### src/rtl/sorted_array_store_unit_defines.svh
// ----------------------------------------------------------------------------
// sorted_array_store_unit_defines
// Assertion macros shared by the sorted array store RTL.
// ----------------------------------------------------------------------------
`ifndef SORTED_ARRAY_STORE_UNIT_DEFINES_SVH
`define SORTED_ARRAY_STORE_UNIT_DEFINES_SVH

// antecedent holds -> consequent holds in the next cycle
`define SAS_ASSERT_NEXT(lbl, clk, rstn, ante, cons) \
  lbl: assert property (@(posedge clk) disable iff (!(rstn)) (ante) |=> (cons)) \
    else $error("sas check failed: next-cycle implication");

// antecedent holds -> consequent holds in the same cycle
`define SAS_ASSERT_SAME(lbl, clk, rstn, ante, cons) \
  lbl: assert property (@(posedge clk) disable iff (!(rstn)) (ante) |-> (cons)) \
    else $error("sas check failed: same-cycle implication");

`endif

### src/rtl/sas_pkg.sv
// ----------------------------------------------------------------------------
// sas_pkg
// Types and constants for the sorted array store.
// ----------------------------------------------------------------------------
package sas_pkg;

  localparam int WORD_W = 32;
  localparam int POS_W  = 7;
  localparam int CMD_W  = 3;
  localparam int STAT_W = 2;

  typedef enum logic [CMD_W-1:0] {
    CMD_APPEND = 3'd0,
    CMD_POP    = 3'd1,
    CMD_INSERT = 3'd2,
    CMD_ERASE  = 3'd3,
    CMD_READ   = 3'd4,
    CMD_RESIZE = 3'd5,
    CMD_CLEAR  = 3'd6
  } cmd_e;

  typedef enum logic [STAT_W-1:0] {
    ST_OK    = 2'd0,
    ST_RANGE = 2'd1,
    ST_EMPTY = 2'd2,
    ST_FULL  = 2'd3
  } status_e;

  typedef struct packed {
    logic [CMD_W-1:0]         cmd;
    logic signed [WORD_W-1:0] value;
    logic [POS_W-1:0]         position;
  } in_word_t;

  typedef struct packed {
    logic signed [WORD_W-1:0] read_value;
    logic [POS_W-1:0]         fill_count;
    logic [STAT_W-1:0]        status;
  } out_word_t;

  // broadcast to every cell; enables are already qualified by status
  typedef struct packed {
    logic                     append;
    logic                     insert;
    logic                     erase;
    logic                     grow;
    logic signed [WORD_W-1:0] value;
  } cell_ctl_t;

endpackage

### src/rtl/sas_cell.sv
// ----------------------------------------------------------------------------
// sas_cell
// One storage slot of the array; shifts with its neighbors on insert/erase.
// ----------------------------------------------------------------------------
module sas_cell #(
  parameter int IDX   = 0,
  parameter int CMP_W = 7
) (
  input  logic                             clk_i,
  input  sas_pkg::cell_ctl_t               ctl_i,
  input  logic [CMP_W-1:0]                 count_i,
  input  logic [CMP_W-1:0]                 pos_i,
  input  logic signed [sas_pkg::WORD_W-1:0] left_data_i,
  input  logic signed [sas_pkg::WORD_W-1:0] right_data_i,
  input  logic                             left_shift_i,
  input  logic                             right_shift_i,
  output logic signed [sas_pkg::WORD_W-1:0] data_o,
  output logic                             shift_o,
  output logic [sas_pkg::WORD_W-1:0]       rd_o
);

  localparam logic [CMP_W-1:0] MyIdx = CMP_W'(IDX);

  logic signed [sas_pkg::WORD_W-1:0] data_q, data_d;
  logic past_end, gt;

  assign past_end = (MyIdx >= count_i);
  // slots past the end always count as "larger" so the shift run reaches count
  assign gt       = past_end | ($signed(ctl_i.value) < $signed(data_q));
  assign shift_o  = gt & right_shift_i;

  always_comb begin
    data_d = data_q;
    if (ctl_i.insert && shift_o && (MyIdx <= count_i)) begin
      data_d = left_shift_i ? left_data_i : ctl_i.value;
    end else if (ctl_i.append && (MyIdx == count_i)) begin
      data_d = ctl_i.value;
    end else if (ctl_i.erase && (MyIdx >= pos_i)) begin
      data_d = right_data_i;
    end else if (ctl_i.grow && past_end && (MyIdx < pos_i)) begin
      data_d = '0;
    end
  end

  always_ff @(posedge clk_i) begin
    data_q <= data_d;
  end

  assign data_o = data_q;
  assign rd_o   = (MyIdx == pos_i) ? data_q : '0;

endmodule

### config.mk
export PLATFORM = sky130hd
export DESIGN_NAME = sas_cell
export DESIGN_NICKNAME = d
export VERILOG_FILES = /design/src/rtl/sorted_array_store_unit_defines.svh /design/src/rtl/sas_pkg.sv /design/src/rtl/sas_cell.sv
export SDC_FILE = /design/constraint.sdc
export NUM_CORES = 1
export LEC_CHECK = 0
export BUFFER_PORTS_ARGS = -buffer_cell sky130_fd_sc_hd__buf_2
export CAP_MARGIN = 5
export CORE_ASPECT_RATIO = 1.75
export CORE_MARGIN = 2
export CORE_UTILIZATION = 46
export CTS_BUF_LIST = sky130_fd_sc_hd__clkbuf_8
export CTS_CLUSTER_DIAMETER = 100
export CTS_CLUSTER_SIZE = 12
export DETAILED_ROUTE_END_ITERATION = 12
export PLACE_DENSITY_LB_ADDON = 0.08
export SLEW_MARGIN = 20
export SYNTH_ARGS = -nofsm -noshare
export SYNTH_HDL_FRONTEND = slang
export SYNTH_SLANG_ARGS = --single-unit
export TNS_END_PERCENT = 1
### constraint.sdc
create_clock -name clk_i -period 6 [get_ports clk_i]
set_input_delay 1.2 -clock clk_i [delete_from_list [all_inputs] [get_ports clk_i]]
set_output_delay 1.2 -clock clk_i [all_outputs]
set_load 0.03 [all_outputs]
==> run metrics <==
status complete, no violations; type of origin of the critical path input port; synth unique cells 33; drt wl/cell ~16 um; top_reg_cell synth edfxtp_1; CP max stage delay between 0.4 and 0.5 ns; CTS tree done; max-cap viol count 0; final slew viol count 0; via count about 3k; post-route ant nets 0; std cell rows 39; area added between synthesis and finish 34.7%; number of I/O pins around 180; register area share after synthesis 31.3%; final hold vios 0; Starting Density 47.3%; worst skew pair latency roughly 0.29 ns; Synth Instances between 300 and 400; Worst Path Max Fanout 3; Synth top cells by count mux2i_1 (65), inv_1 (34), and2_1 (33); Mean Syn Cell Area between 10 and 15 um2; cell family with most CP delay compound AO/OA/AOI/OAI gates; fill count between 500 and 600; FMAX 0.221 GHz; # setup viols final 0; CP Capture Type primary output; Final #Nets roughly 630; Worst-Margin Slew between 1 and 1.5 ns; initial antenna violation count 0; crit-path cells buf_2 -> ha_1 -> a21o_1 -> nand3_1 -> a2111oi_0 -> a2111o_1 -> a211oi_2 -> mux2i_1 -> a21boi_1 -> buf_2; Static Leakage ~2.3 nW; RSZ-0062 raised after global routing false; H-tree depth 2; max FFs per register 32; # clock sinks 32; slew margin rel. roughly 31%; DR vias/cell between 5 and 6; gpl congestion 0.844; clock slew at reported path FFs 0.07 ns; HP Class input port to register; Max IR drop VDD ~0.00014 V; crit path DAT 3.33 ns; Power Density roughly 140 nW/um2; area of the multi-input gates about 1900 um2; share of cells above drive strength 1 approximately two fifths; Synth Cell Area just over 3000 um2; placed cells 555; post-CTS sizing 0; Setup Crit Path Kind input port to primary output; Post-synth ARST share 0%; first-pass GRT wire length 13.8 mm; final cell count without fillers 564; die width 65.7 um; Die Y 112 um; area leader, netlist edfxtp_1; Layout Skew about 0.0037 ns; CP required 4.80 ns; hold-fix buffers at CTS 0; Buf/Inv on CP 2; final setup margin 1.47 ns; most frequent CP cell buf_2; I/O Buffers roughly 180; final cycle utilization of the critical path between 70% and 80%; synth warn 0; largest net degree at the start of global routing 35; Synth area leaders edfxtp_1 (31%), mux2i_1 (21%), ha_1 (13%); Mapped Nets ~450; Detailed Place HPWL about 7 mm; worst slack at placement 1.42 ns; top cell type's share of synthesized area 31.3%; Seq cells post-synth 32; 1st-iter DRT viols 110; die area between 7000 and 8000 um2; first drt pass iteration count 4; Routed WL roughly 8.9 mm; Util after Layout a little under two thirds; Slowest-stage cell, CP a2111o_1; Max Buffers Root-to-Sink 2; total grt overflow 0; n_diodes 0; Post-CTS Setup Repair Bufs 0; fin crit period 4.53 ns; CTS root buf clkbuf_8; vias in the first global route between 3k and 4k; Post-route DRC 0; Post-synth EDFFs 32; cts bufs inserted 5; All-Layer GR Usage 24.3%; Core Box Area between 6000 and 7000 um2; setup TNS 0 ns; top-count cell post-synth mux2i_1; register area ~960 um2
==> metal layers <==
layer,track usage (%),share of wire [%],vias up
li1,-,-,1481
met1,24.2,36,1399
met2,46.1,56,121
met3,4.61,5.9,14
met4,11.3,2.2,0
met5,0,0,-
==> cells in the final DEF, fill, tap and decap left out <==
cell type  count
a221oi_1       1
and2_1        33
o21ai_1        1
a31oi_1        1
and4_1         1
nand3_1        3
o21ai_0        5
ha_1          31
o21ai_4        1
a211oi_2       1
nor2_2         1
buf_4          4
a21boi_0       1
a21o_1         4
nor4_2         1
buf_2        181
nor4_4         1
a2111o_1       2
inv_1         34
clkbuf_8       5
nor2_1         4
a21oi_2        1
nand2_1        9
a2111oi_0      1
buf_16         1
a21oi_1       11
clkinv_2       2
nand2b_1       2
a2bb2oi_4      1
edfxtp_1      32
or4_1          2
nand4_1        4
clkinv_1       1
a22oi_1       32
a21boi_1       1
mux2i_1       65
nor4_1         1
==> path summary, 6_finish.rpt <==
path	from	to	slack (ns)	depth (start not counted)
setup / recovery	ctl_i[17]	shift_o	1.47	10
hold / removal	left_data_i[7]	data_o[7]	1.28	3
setup reg to reg	data_o[17]	data_o[19]	2.75	10
hold reg to reg	data_o[31]	data_o[27]	1.41	4
==> logic make-up after synthesis <==
| logic type | synth area share, % |
|---|---|
| mux | 21.2 |
| compound gates | 15.3 |
| simple gates | 12.3 |
| buf+inv | 7.26 |
| flops | 31.3 |
| fa+ha+maj | 12.6 |
==> power breakdown <==
part | internal, mW | total, mW | switching (mW)
registers | 0.255 | 0.260 | 0.00527
clock network | 0.0788 | 0.166 | 0.0871
logic | 0.0743 | 0.163 | 0.0886
total | 0.408 | 0.589 | 0.181
==> per-stage QoR <==
| step | power, mW | hold WS, ns | instance area [um2] |
|---|---|---|---|
| 2_1_floorplan | 0.355 | 1.36 | 3070 |
| 3_3_place_gp | 0.422 | 1.44 | 4020 |
| 3_5_place_dp | 0.427 | 1.46 | 4020 |
| 4_1_cts | 0.594 | 1.27 | 4110 |
| 5_1_grt | 0.619 | 1.28 | 4130 |
| 6_report | 0.589 | 1.28 | 4130 |
==> area by class of cell <==
type	count	area share [%]
flip-flops and latches	32	23.2
inverters	34	3.09
clock buffers	5	1.66
multi-input cells	222	45.9
repair buffers	186	23.3
well taps	82	2.48
clock inverters	3	0.333
==> tightest hold or removal path, cell delays in order <==
cell,delay [ns]
buf_2,0.07
mux2i_1,0.05
mux2i_1,0.11
No activity file was read; power rests on OpenSTA's default activity.
